**src/sv/srsw_pkg.sv**
```systemverilog
// package for the selective-repeat sender window: sizes, codes, state type, helpers
package srsw_pkg;

	localparam int WINDOW  = 8;
	localparam int SEQ_W   = 4;
	localparam int SEQ_MOD = 2 * WINDOW;
	localparam int POS_W   = $clog2(WINDOW);
	localparam int CHUNK_W = 16;
	localparam int CMD_W   = 2;
	localparam int KIND_W  = 2;

	localparam logic [CMD_W-1:0] CMD_START   = 2'd0;
	localparam logic [CMD_W-1:0] CMD_ACK     = 2'd1;
	localparam logic [CMD_W-1:0] CMD_TIMEOUT = 2'd2;
	localparam logic [CMD_W-1:0] CMD_DATA    = 2'd3;

	localparam logic [KIND_W-1:0] KIND_NEW  = 2'd0;
	localparam logic [KIND_W-1:0] KIND_RETX = 2'd1;
	localparam logic [KIND_W-1:0] KIND_DONE = 2'd2;

	typedef enum logic [2:0] {
		ST_IDLE,
		ST_START,
		ST_SLIDE,
		ST_DONE,
		ST_RETX_RD,
		ST_RETX_OUT
	} state_t;

	// positions 0..span of the window
	function automatic logic [WINDOW-1:0] span_mask(input logic [SEQ_W-1:0] span);
		logic [WINDOW-1:0] m;
		m = '0;
		for (int k = 0; k < WINDOW; k++) begin
			m[k] = (SEQ_W'(k) <= span);
		end
		return m;
	endfunction

	// last chunk test; a total of zero behaves like one
	function automatic logic is_final(input logic [CHUNK_W-1:0] idx,
			input logic [CHUNK_W-1:0] total);
		return ({1'b0, idx} + {{CHUNK_W{1'b0}}, 1'b1}) >= {1'b0, total};
	endfunction

endpackage

```
**src/sv/selective_repeat_sender_window.sv**
```systemverilog
// Selective-repeat ARQ sender window: issues new sends, slides on acks, resends on timeout.
//
// Input channel (in_valid / in_stall) carries one event beat: command and ack_seq.
// Output channel (out_valid / out_stall) carries one packet beat per send or resend,
// plus a single done beat; run_end marks the last beat caused by an event.
// cfg_wr_en / cfg_wr_data write total_packets; write it only while the block is idle.
//
// Timing: an event is taken only in the idle state; its first beat passes the sequencer
// state and the output register, and for a timeout also the slot memory read register.
// A start or an ack that slides the window emits one new send per cycle (up to 8) while
// the receiver does not stall. A timeout emits its resends one at a time: each is read
// from the slot memory that holds the chunk index per sequence number, and the next read
// waits until it is sent. A done beat is emitted last, from its own state.
//
// Reset clears the window, bitmap, counters and flags and sets total_packets to 1;
// the slot memory needs no clearing since every slot in the window is written before
// it is read. When the receiver stalls, the output register holds its beat and the
// sequencer waits; a new event may be accepted while the last beat still waits.
module selective_repeat_sender_window
	import srsw_pkg::*;
(
	input  logic               clk,
	input  logic               arst_n,
	input  logic               cfg_wr_en,
	input  logic [CHUNK_W-1:0] cfg_wr_data,
	input  logic               in_valid,
	output logic               in_stall,
	input  logic [CMD_W-1:0]   command,
	input  logic [SEQ_W-1:0]   ack_seq,
	output logic               out_valid,
	input  logic               out_stall,
	output logic [KIND_W-1:0]  kind,
	output logic [SEQ_W-1:0]   seq_num,
	output logic [CHUNK_W-1:0] chunk_index,
	output logic               final_chunk,
	output logic               relay_pick,
	output logic               run_end
);

	// control state
	state_t             state_q, state_n;
	logic [CHUNK_W-1:0] total_q;
	logic [WINDOW-1:0]  bm_q, bm_n;
	logic [SEQ_W-1:0]   ws_q, ws_n, we_q, we_n;
	logic [CHUNK_W-1:0] issued_q, issued_n;
	logic               all_sent_q, all_sent_n;
	logic               finished_q, finished_n;
	logic [POS_W-1:0]   cnt_q, cnt_n;
	logic [WINDOW-1:0]  pend_q, pend_n;

	// output register
	logic               out_valid_q;
	logic [KIND_W-1:0]  kind_q;
	logic [SEQ_W-1:0]   seq_q;
	logic [CHUNK_W-1:0] chunk_q;
	logic               fin_q, end_q;

	// slot memory and its read register
	logic [CHUNK_W-1:0] slot_mem [SEQ_MOD];
	logic [CHUNK_W-1:0] rd_chunk_s1;
	logic [SEQ_W-1:0]   rd_seq_s1;
	logic               mem_we, mem_re;
	logic [SEQ_W-1:0]   mem_waddr, mem_raddr;

	// emission to the output register
	logic               emit;
	logic [KIND_W-1:0]  e_kind;
	logic [SEQ_W-1:0]   e_seq;
	logic [CHUNK_W-1:0] e_chunk;
	logic               e_fin, e_end;

	// helpers
	logic               accept, out_free, started, new_fin;
	logic [SEQ_W-1:0]   span, off;
	logic [WINDOW-1:0]  need, bm_set, bm_sh;
	logic [POS_W-1:0]   low_pos;

	assign in_stall    = (state_q != ST_IDLE);
	assign accept      = in_valid && !in_stall;
	assign out_free    = !out_valid_q || !out_stall;
	assign started     = (issued_q != '0) || all_sent_q;
	assign span        = we_q - ws_q;
	assign off         = ack_seq - ws_q;
	assign need        = span_mask(span);
	assign bm_set      = bm_q | (WINDOW'(1) << off[POS_W-1:0]);
	assign bm_sh       = bm_q >> 1;
	assign new_fin     = is_final(issued_q, total_q);
	assign mem_waddr   = issued_q[SEQ_W-1:0];

	// lowest pending position for a resend
	always_comb begin
		low_pos = '0;
		for (int k = WINDOW - 1; k >= 0; k--) begin
			if (pend_q[k]) begin
				low_pos = POS_W'(k);
			end
		end
	end

	// sequencer: next state and beats
	always_comb begin
		state_n    = state_q;
		bm_n       = bm_q;
		ws_n       = ws_q;
		we_n       = we_q;
		issued_n   = issued_q;
		all_sent_n = all_sent_q;
		finished_n = finished_q;
		cnt_n      = cnt_q;
		pend_n     = pend_q;
		mem_we     = 1'b0;
		mem_re     = 1'b0;
		mem_raddr  = ws_q + SEQ_W'(low_pos);
		emit       = 1'b0;
		e_kind     = KIND_NEW;
		e_seq      = issued_q[SEQ_W-1:0];
		e_chunk    = issued_q;
		e_fin      = new_fin;
		e_end      = 1'b0;
		case (state_q)
			ST_IDLE: begin
				if (accept && !finished_q) begin
					case (command)
						CMD_START: begin
							if (!started) begin
								state_n = ST_START;
								cnt_n   = '0;
							end
						end
						CMD_ACK: begin
							if (started) begin
								if (off == '0) begin
									if (all_sent_q) begin
										bm_n = bm_q | WINDOW'(1);
										if (((bm_q | WINDOW'(1)) & need) == need) begin
											finished_n = 1'b1;
											state_n    = ST_DONE;
										end
									end else begin
										state_n = ST_SLIDE;
										cnt_n   = '0;
									end
								end else if (off <= span) begin
									bm_n = bm_set;
									if ((bm_set & need) == need) begin
										finished_n = 1'b1;
										state_n    = ST_DONE;
									end
								end
							end
						end
						CMD_TIMEOUT: begin
							if (started) begin
								pend_n  = need & ~bm_q;
								state_n = ST_RETX_RD;
							end
						end
						default: begin
						end
					endcase
				end
			end
			ST_START: begin
				if (out_free) begin
					emit       = 1'b1;
					mem_we     = 1'b1;
					we_n       = SEQ_W'(cnt_q);
					issued_n   = issued_q + CHUNK_W'(1);
					all_sent_n = new_fin;
					e_end      = new_fin || (cnt_q == POS_W'(WINDOW - 1));
					if (e_end) begin
						state_n = ST_IDLE;
					end else begin
						cnt_n = cnt_q + POS_W'(1);
					end
				end
			end
			ST_SLIDE: begin
				if (out_free) begin
					emit       = 1'b1;
					mem_we     = 1'b1;
					ws_n       = ws_q + SEQ_W'(1);
					we_n       = we_q + SEQ_W'(1);
					issued_n   = issued_q + CHUNK_W'(1);
					all_sent_n = new_fin;
					bm_n       = bm_sh;
					if (new_fin || !bm_sh[0] || (cnt_q == POS_W'(WINDOW - 1))) begin
						if ((bm_sh & need) == need) begin
							finished_n = 1'b1;
							state_n    = ST_DONE;
						end else begin
							e_end   = 1'b1;
							state_n = ST_IDLE;
						end
					end else begin
						cnt_n = cnt_q + POS_W'(1);
					end
				end
			end
			ST_DONE: begin
				if (out_free) begin
					emit    = 1'b1;
					e_kind  = KIND_DONE;
					e_seq   = '0;
					e_chunk = '0;
					e_fin   = 1'b0;
					e_end   = 1'b1;
					state_n = ST_IDLE;
				end
			end
			ST_RETX_RD: begin
				if (pend_q == '0) begin
					state_n = ST_IDLE;
				end else begin
					mem_re  = 1'b1;
					pend_n  = pend_q & ~(WINDOW'(1) << low_pos);
					state_n = ST_RETX_OUT;
				end
			end
			ST_RETX_OUT: begin
				if (out_free) begin
					emit    = 1'b1;
					e_kind  = KIND_RETX;
					e_seq   = rd_seq_s1;
					e_chunk = rd_chunk_s1;
					e_fin   = is_final(rd_chunk_s1, total_q);
					e_end   = (pend_q == '0);
					state_n = e_end ? ST_IDLE : ST_RETX_RD;
				end
			end
			default: begin
				state_n = ST_IDLE;
			end
		endcase
	end

	// control registers
	always_ff @(posedge clk or negedge arst_n) begin
		if (!arst_n) begin
			state_q     <= ST_IDLE;
			total_q     <= CHUNK_W'(1);
			bm_q        <= '0;
			ws_q        <= '0;
			we_q        <= '0;
			issued_q    <= '0;
			all_sent_q  <= 1'b0;
			finished_q  <= 1'b0;
			cnt_q       <= '0;
			pend_q      <= '0;
			out_valid_q <= 1'b0;
		end else begin
			state_q    <= state_n;
			bm_q       <= bm_n;
			ws_q       <= ws_n;
			we_q       <= we_n;
			issued_q   <= issued_n;
			all_sent_q <= all_sent_n;
			finished_q <= finished_n;
			cnt_q      <= cnt_n;
			pend_q     <= pend_n;
			if (cfg_wr_en) begin
				total_q <= cfg_wr_data;
			end
			if (emit) begin
				out_valid_q <= 1'b1;
			end else if (!out_stall) begin
				out_valid_q <= 1'b0;
			end
		end
	end

	// output payload
	always_ff @(posedge clk) begin
		if (emit) begin
			kind_q  <= e_kind;
			seq_q   <= e_seq;
			chunk_q <= e_chunk;
			fin_q   <= e_fin;
			end_q   <= e_end;
		end
	end

	// slot memory: chunk index per sequence number
	always_ff @(posedge clk) begin
		if (mem_we) begin
			slot_mem[mem_waddr] <= issued_q;
		end
		if (mem_re) begin
			rd_chunk_s1 <= slot_mem[mem_raddr];
			rd_seq_s1   <= mem_raddr;
		end
	end

	assign out_valid   = out_valid_q;
	assign kind        = kind_q;
	assign seq_num     = seq_q;
	assign chunk_index = chunk_q;
	assign final_chunk = fin_q;
	assign relay_pick  = chunk_q[0];
	assign run_end     = end_q;

endmodule

```
**config.mk**
```make
export PLATFORM = sky130hd
export DESIGN_NAME = selective_repeat_sender_window
export DESIGN_NICKNAME = d
export VERILOG_FILES = /design/src/sv/srsw_pkg.sv /design/src/sv/selective_repeat_sender_window.sv
export SDC_FILE = /design/constraint.sdc
export NUM_CORES = 1
export LEC_CHECK = 0
export BUFFER_PORTS_ARGS = -buffer_cell sky130_fd_sc_hd__buf_2
export CAP_MARGIN = 10
export CORE_ASPECT_RATIO = 0.6
export CORE_MARGIN = 10
export CORE_UTILIZATION = 40
export DETAILED_ROUTE_END_ITERATION = 8
export GPL_TIMING_DRIVEN = 1
export PLACE_DENSITY = 0.66
export SYNTH_ARGS = -nofsm -noshare
export SYNTH_HDL_FRONTEND = slang
export SYNTH_SLANG_ARGS = --single-unit
```
**constraint.sdc**
```tcl
create_clock -name clk -period 4.35 [get_ports clk]
set_input_delay 0.87 -clock clk [delete_from_list [all_inputs] [get_ports clk]]
set_output_delay 0.87 -clock clk [all_outputs]
set_load 0.1 [all_outputs]
```
After elaboration in Yosys (flattened, before gate mapping). Memories as Yosys holds them, arrays and structs flattened. A register that Yosys moved wholly into a read port is not among the register bits. Index checks and enable logic that the tools add are counted. W data, S select, Z words.

Output and inout port bits: 27. Input port bits: 27. Memories: 1. Logic and storage cells: 218. RAM bits: 256. Register bits: 93.

Order comparisons: 11. Muxes and demuxes: 94. Eq/ne operators: 42. Add/subtract/negate cells: 9. Reduce and logical (&&, ||, !) cells: 33. Bitwise operators: 8. Shift-type cells: 2.

Memory list: slot_mem (depth 16, bits a word 16, read ports 1, clocked after memory_dff 1, wr ports 1, line selective_repeat_sender_window.sv:59) `logic [CHUNK_W-1:0] slot_mem [SEQ_MOD];`.

Operators by type and width (count): $mux W3 (34); $mux W8 (10); $add A16 B1 Y17 const B (2); $ge A17 B16 Y1 (2); $and A8 B8 Y8 (4); $mux W16 (2); $pmux W16 S2 (1); $pmux W8 S2 (2); $mux W1 (29); $ne A2 B2 Y1 const B (14); $ne A3 B3 Y1 const B (9); $eq A8 B8 Y1 (3); $reduce_and A11 Y1 (2); $pmux W3 S3 (2); $pmux W3 S6 (1); $add A16 B1 Y16 const B (1); $le A3 B4 Y1 const A (4); $mux W4 (4); $not A8 Y8 (2); $pmux W4 S2 (2); $reduce_bool A16 Y1 (1); $shl A1 B3 Y8 const A (2); $reduce_and A14 Y1 (1); $reduce_and A7 Y1 (2); 38 further kinds (63).

Logic depth before layout (Yosys ltp).
Depth after elaboration: 13. Mapped depth: 15. Mapped depth without buffers: 15.

Worst setup path after synthesis. No wires, ideal clock.

Path type: input-to-reg. Start: input port ack_seq[0]. End: register bm_q[1]. Arrival time: 3.689 ns. Setup slack: 0.536 ns. Path buffers: 1. Stages: 13. Data required time: 4.225 ns. Setup time: 0.125 ns. Path through: inv_1 ha_1 fa_1 inv_1 ha_1 nor2b_1 o21a_1 o21a_1 o21ai_0 a41oi_1 or2_0 buf_2 mux2_2.

Longest elaborated chain between the ends: 9. Elaborated cells on any way between the ends: 14. Those cells by class: 1 x add/sub; 1 x order compare; 2 x eq/ne; 1 x shift; 6 x mux; 1 x bitwise; 2 x reduce/logical.

Ends and longest elaborated chain: start, declared (line selective_repeat_sender_window.sv:29) `input logic [SEQ_W-1:0] ack_seq,`; $sub A4 B4 Y4 * (line selective_repeat_sender_window.sv:83) `assign off = ack_seq - ws_q;`; $shl A1 B3 Y8 (line selective_repeat_sender_window.sv:85) `assign bm_set = bm_q | (WINDOW'(1) << off[POS_W-1:0]);`; $or A8 B8 Y8 (line selective_repeat_sender_window.sv:85); $mux W8 (line selective_repeat_sender_window.sv:143) `end else if (off <= span) begin`; $mux W8 (line selective_repeat_sender_window.sv:132) `if (off == '0) begin`; $mux W8 (line selective_repeat_sender_window.sv:131) `if (started) begin`; $mux W8 (line selective_repeat_sender_window.sv:123) `case (command)`; $mux W8 (line selective_repeat_sender_window.sv:122) `if (accept && !finished_q) begin`; $pmux W8 S2 (line selective_repeat_sender_window.sv:120) `case (state_q)`; end signal, assigned (line selective_repeat_sender_window.sv:253) `bm_q <= bm_n;`; end, declared (line selective_repeat_sender_window.sv:43) `logic [WINDOW-1:0] bm_q, bm_n;`.

Mark *: on every way between the ends. The rest lies on a longest branch, timed or not. The select of a mux whose other input is x is not followed. A chain may end at the register's enable or synchronous reset.

Final worst setup path.
Start: register issued_q[0]. End: register state_q[1].

Longest elaborated chain between the ends: 6. Elaborated cells on any way between the ends: 13. Those cells by class: 1 x add/sub; 1 x order compare; 5 x eq/ne; 6 x reduce/logical.

Ends and longest elaborated chain: start, declared (line selective_repeat_sender_window.sv:45) `logic [CHUNK_W-1:0] issued_q, issued_n;`; start signal, assigned (line selective_repeat_sender_window.sv:256) `issued_q <= issued_n;`; $add A16 B1 Y17 (line srsw_pkg.sv:43) `return ({1'b0, idx} + {{CHUNK_W{1'b0}}, 1'b1}) >= {1'b0, total};`; $ge A17 B16 Y1 (line srsw_pkg.sv:43); $logic_or A1 B1 Y1 (2 in series) (line selective_repeat_sender_window.sv:187) `if (new_fin || !bm_sh[0] || (cnt_q == POS_W'(WINDOW - 1))) begin`; $ne A2 B2 Y1 (no line); $reduce_and A14 Y1 (no line) *; end signal, assigned (line selective_repeat_sender_window.sv:252) `state_q <= state_n;`; end, declared (line selective_repeat_sender_window.sv:41) `state_t state_q, state_n;`.

Mark *: on every way between the ends. The rest lies on a longest branch, timed or not.

==> flow_summary.html <==
<table>
<tr><th>Metric</th><th>Value</th></tr>
<tr><th colspan="2">Run status</th></tr>
<tr><td>Result of the run</td><td>completed</td></tr>
<tr><th colspan="2">Worst setup path</th></tr>
<tr><td>Required time at the worst-slack endpoint</td><td>between 4000 and 5000 ps</td></tr>
<tr><td>Arr. time, crit path</td><td>about 4600 ps</td></tr>
<tr><td>CP max FO</td><td>5</td></tr>
<tr><td>Endpoint kind of the worst setup timing path</td><td>register</td></tr>
<tr><td>Type of the worst setup path</td><td>register to register</td></tr>
<tr><td>Type of origin of the critical path</td><td>register</td></tr>
<tr><th colspan="2">Timing</th></tr>
<tr><td>Transition time at the pin with the least slew margin</td><td>around 1100 ps</td></tr>
<tr><td>Final clock skew</td><td>11.1 ps</td></tr>
<tr><td>Final Critical Period</td><td>slightly above 4000 ps</td></tr>
<tr><td>Number of pins with negative max-slew slack in the final report</td><td>0</td></tr>
<tr><td>Slew HR</td><td>between 20% and 30%</td></tr>
<tr><td>Unrepaired setup endpoints after global routing</td><td>no</td></tr>
<tr><td>Post-route clock period utilization</td><td>94.2%</td></tr>
<tr><td>Final setup TNS</td><td>0 ps</td></tr>
<tr><td>Final-report hold violation count</td><td>0</td></tr>
<tr><td>Final setup violation count</td><td>0</td></tr>
<tr><td>Max Clk Rate</td><td>0.244 GHz</td></tr>
<tr><th colspan="2">CTS</th></tr>
<tr><td>Number of buffers created by CTS</td><td>31</td></tr>
<tr><td>Worst-skew pair later-pin latency</td><td>approximately 570 ps</td></tr>
<tr><td>Maximum level of the CTS H-tree</td><td>1</td></tr>
<tr><td>Count of buffers added by post-CTS timing repair for setup</td><td>0</td></tr>
<tr><td>Total clock sinks</td><td>around 370</td></tr>
<tr><td>Clock tree from TritonCTS</td><td>built</td></tr>
<tr><td>Reg clk slew, reported paths</td><td>70 ps</td></tr>
<tr><td>Maximum number of buffers from clock root to sink</td><td>3</td></tr>
<tr><td>Cell chosen for the clock root</td><td>clkbuf_16</td></tr>
<tr><th colspan="2">Floorplanning</th></tr>
<tr><td>Number of rows in the core area</td><td>57</td></tr>
<tr><td>Effective utilization at floorplan</td><td>40.8%</td></tr>
<tr><td>Count of pins on the block boundary</td><td>between 50 and 60</td></tr>
<tr><td>Vertical extent of the die</td><td>approximately 180 microns</td></tr>
<tr><td>Die span in x</td><td>~280 microns</td></tr>
<tr><td>Core area</td><td>between 40000 and 50000 sq um</td></tr>
<tr><td>Floorplan die area</td><td>slightly above 50000 sq um</td></tr>
<tr><th colspan="2">Final layout</th></tr>
<tr><td>Nets</td><td>around 1300</td></tr>
<tr><td>Filler cell count in the final layout</td><td>roughly 3600</td></tr>
<tr><td>Layout area overhead</td><td>13.5%</td></tr>
<tr><td>Count of antenna diodes in the layout</td><td>0</td></tr>
<tr><td>Count of placed standard cells in the final layout, fillers left out</td><td>between 1500 and 2000</td></tr>
<tr><td>Utilization after layout</td><td>a little under half</td></tr>
<tr><td>Fraction of layout cells with a size suffix above 1</td><td>~22%</td></tr>
<tr><td>Post-route design area</td><td>around 19000 sq um</td></tr>
<tr><th colspan="2">Logic synthesis</th></tr>
<tr><td>Dominant synthesized flop cell</td><td>edfxtp_1</td></tr>
<tr><td>Synthesized netlist net count</td><td>1167</td></tr>
<tr><td>Count of unique library cells instantiated by Yosys</td><td>just over 80</td></tr>
<tr><td>Netlist area before placement</td><td>between 15000 and 20000 sq um</td></tr>
<tr><td>Average instance area after synthesis</td><td>around 15 sq um</td></tr>
<tr><td>Fraction of registers with async set/reset</td><td>around 18%</td></tr>
<tr><td>Most area-consuming cells after synthesis</td><td>edfxtp_1 54%, mux4_2 11%, dfrtp_1 9.6%</td></tr>
<tr><td>Mapped Cells</td><td>1079</td></tr>
<tr><td>Proportion of synthesized chip area in sequential cells</td><td>63.9%</td></tr>
<tr><td>List of most frequent post-synthesis cells</td><td>300 x edfxtp_1, 80 x mux4_2, 65 x nand2_1</td></tr>
<tr><td>Register bit total from synthesis</td><td>roughly 370</td></tr>
<tr><td>Number of flops mapped to enable cells by yosys</td><td>300</td></tr>
<tr><td>Most frequent cell after synthesis</td><td>edfxtp_1</td></tr>
<tr><td>Cell accounting for the most synthesized area</td><td>edfxtp_1</td></tr>
<tr><td>Yosys warns</td><td>0</td></tr>
<tr><td>Top-area cell type share of the netlist area</td><td>around 54%</td></tr>
<tr><th colspan="2">Placed design</th></tr>
<tr><td>Placer congestion estimate</td><td>0.932</td></tr>
<tr><td>Placed cell area</td><td>around 18000 sq um</td></tr>
<tr><td>Number of buffers added on ports</td><td>between 50 and 60</td></tr>
<tr><td>Placed Cells incl. Taps</td><td>1691</td></tr>
<tr><td>Dpl hpwl</td><td>between 20 and 30 mm</td></tr>
<tr><th colspan="2">Routing</th></tr>
<tr><td>DRC violation total after the first TritonRoute iteration</td><td>1476</td></tr>
<tr><td>Post-detailed-route wirelength per cell</td><td>between 20 and 25 microns</td></tr>
<tr><td>First drt pass iteration count</td><td>5</td></tr>
<tr><td>Post-DR vias/cell</td><td>5.78</td></tr>
<tr><td>Count of nets left with antenna violations after detail routing</td><td>0</td></tr>
<tr><td>Remaining DRCs</td><td>0</td></tr>
<tr><td>Routed wire length</td><td>41.5 mm</td></tr>
<tr><td>Number of vias in the routed layout</td><td>10100</td></tr>
<tr><th colspan="2">Power</th></tr>
<tr><td>Ratio of total power to cell area</td><td>~790 nW/um^2</td></tr>
<tr><td>Total leakage power</td><td>6.45 nW</td></tr>
<tr><td>Peak supply drop</td><td>0.516 mV</td></tr>
<tr><td>Power consumption</td><td>between 0.01 and 0.015 W</td></tr>
<tr><th colspan="2">GRT</th></tr>
<tr><td>Global-route usage over all layers</td><td>between 10% and 20%</td></tr>
<tr><td>Initial antenna violation count</td><td>0</td></tr>
<tr><td>Total congestion overflow after global routing</td><td>0</td></tr>
<tr><td>Wire length of the first global-routing pass</td><td>between 60 and 70 mm</td></tr>
<tr><td>Pin count of the biggest net entering global routing</td><td>around 50</td></tr>
<tr><td>Via count of the first global-routing pass</td><td>9894</td></tr>
<tr><th colspan="2">Hold path</th></tr>
<tr><td>Worst hold path class</td><td>input port to async pin</td></tr>
<tr><th colspan="2">Flow run</th></tr>
<tr><td>Max capacitance violation total</td><td>0</td></tr>
</table>
-- worst paths after layout --
kind / cells after the start / startpoint / end / slack (ps)
setup / recovery: 14 / issued_q[0] / state_q[1] / 250
hold reg to reg: 2 / finished_q / finished_q / 490
hold / removal: 1 / arst_n / ws_q[0] / 230
max in group asynchronous: 2 / arst_n / issued_q[4] / 3060
min in group clk: 2 / finished_q / finished_q / 490
setup reg to reg: 14 / issued_q[0] / state_q[1] / 250
-- power by group --
group	switching, W	internal [W]
logic	0.00438	0.00290
registers	0.000359	0.00450
clock network	0.00124	0.00161
total	0.00598	0.00901
-- worst max-delay path: stages (launching register included) --
cell	delay (ps)
dfrtp_1	420
and3_1	250
and3_1	230
and3_1	240
nand2_1	140
nor2_1	160
xor2_1	180
ha_1	280
a21oi_1	190
a21boi_0	160
o31ai_1	440
nand4b_1	310
or3_1	490
o2111ai_2	130
mux2_1	360
-- cell families after synthesis --
kind of cell / after synthesis / synth area share [%]
DFF: 365 / 63.9
and+or+nand+nor: 252 / 7.82
AOI/OAI and AO/OA: 165 / 7.12
buffers and inverters: 95 / 2.24
muxes: 87 / 11.3
adders and majority gates: 62 / 4.79
xor gates and xnor gates: 53 / 2.88
-- repair_timing --
item	4_1_cts	5_1_grt
endpoints found under the setup margin	0	1
hold buffers	0	0
resized for setup	0	1
hold endpoints to repair	0	0
-- cell usage in the layout (no fill, tap or decap), types with 5 or more instances in the layout --
cell type  count
nand2b_1       7
or3_1          6
ha_1          57
clkbuf_16     31
clkbuf_1       5
nand3_1       21
edfxtp_1     300
buf_2         53
nor4_1         6
and2_1        10
and4_1         6
a31oi_1        5
nand4_1       15
inv_1         40
nand2_1       65
nor2_1        47
clkinv_1       7
a22o_1        22
and3_1        17
xor2_1        17
a21o_1         8
mux4_2        80
buf_4         51
o31ai_1       10
xnor2_1       32
o21ai_0       40
a21oi_1       24
dfrtp_1       64
nor3_1        20
o21a_1         6
nor2b_1        8
-- final cells by class --
| cell class | instances | area, sq um | area share, % |
|---|---|---|---|
| Tap cell | 560 | 701 | 3.71 |
| Timing Repair Buffer | 106 | 688 | 3.64 |
| Inverter | 41 | 154 | 0.814 |
| Sequential cell | 365 | 10600 | 56.3 |
| Clock buffer | 40 | 850 | 4.49 |
| Multi-Input combinational cell | 619 | 5690 | 30.1 |
| Clock inverter | 17 | 185 | 0.980 |
-- metal layers --
| layer | share of wire, % | wire [microns] | vias up | GRT usage, % |
|---|---|---|---|---|
| met5 | 0 | 0 | - | 0 |
| met4 | 1.1 | 467 | 0 | 2.19 |
| met3 | 10 | 4190 | 49 | 3.62 |
| met2 | 42 | 17500 | 511 | 23.3 |
| met1 | 47 | 19400 | 5155 | 25.4 |
| li1 | - | - | 4388 | - |
-- registers in the layout, indices dropped and copies added, names as in the netlist, 8 cells and up --
| signal | flops |
|---|---|
| bm_q | 8 |
| chunk_index | 16 |
| issued_q | 16 |
| pend_q | 8 |
| rd_chunk_s1 | 16 |
| slot_mem | 256 |
| total_q | 16 |
-- per-stage QoR --
step	worst slack, ps	hold WS [ps]
5_1_grt	57.2	259
3_5_place_dp	284	470
6_report	251	234
2_1_floorplan	536	437
4_1_cts	333	224
3_3_place_gp	362	462
(Power assumes the default switching activity.)
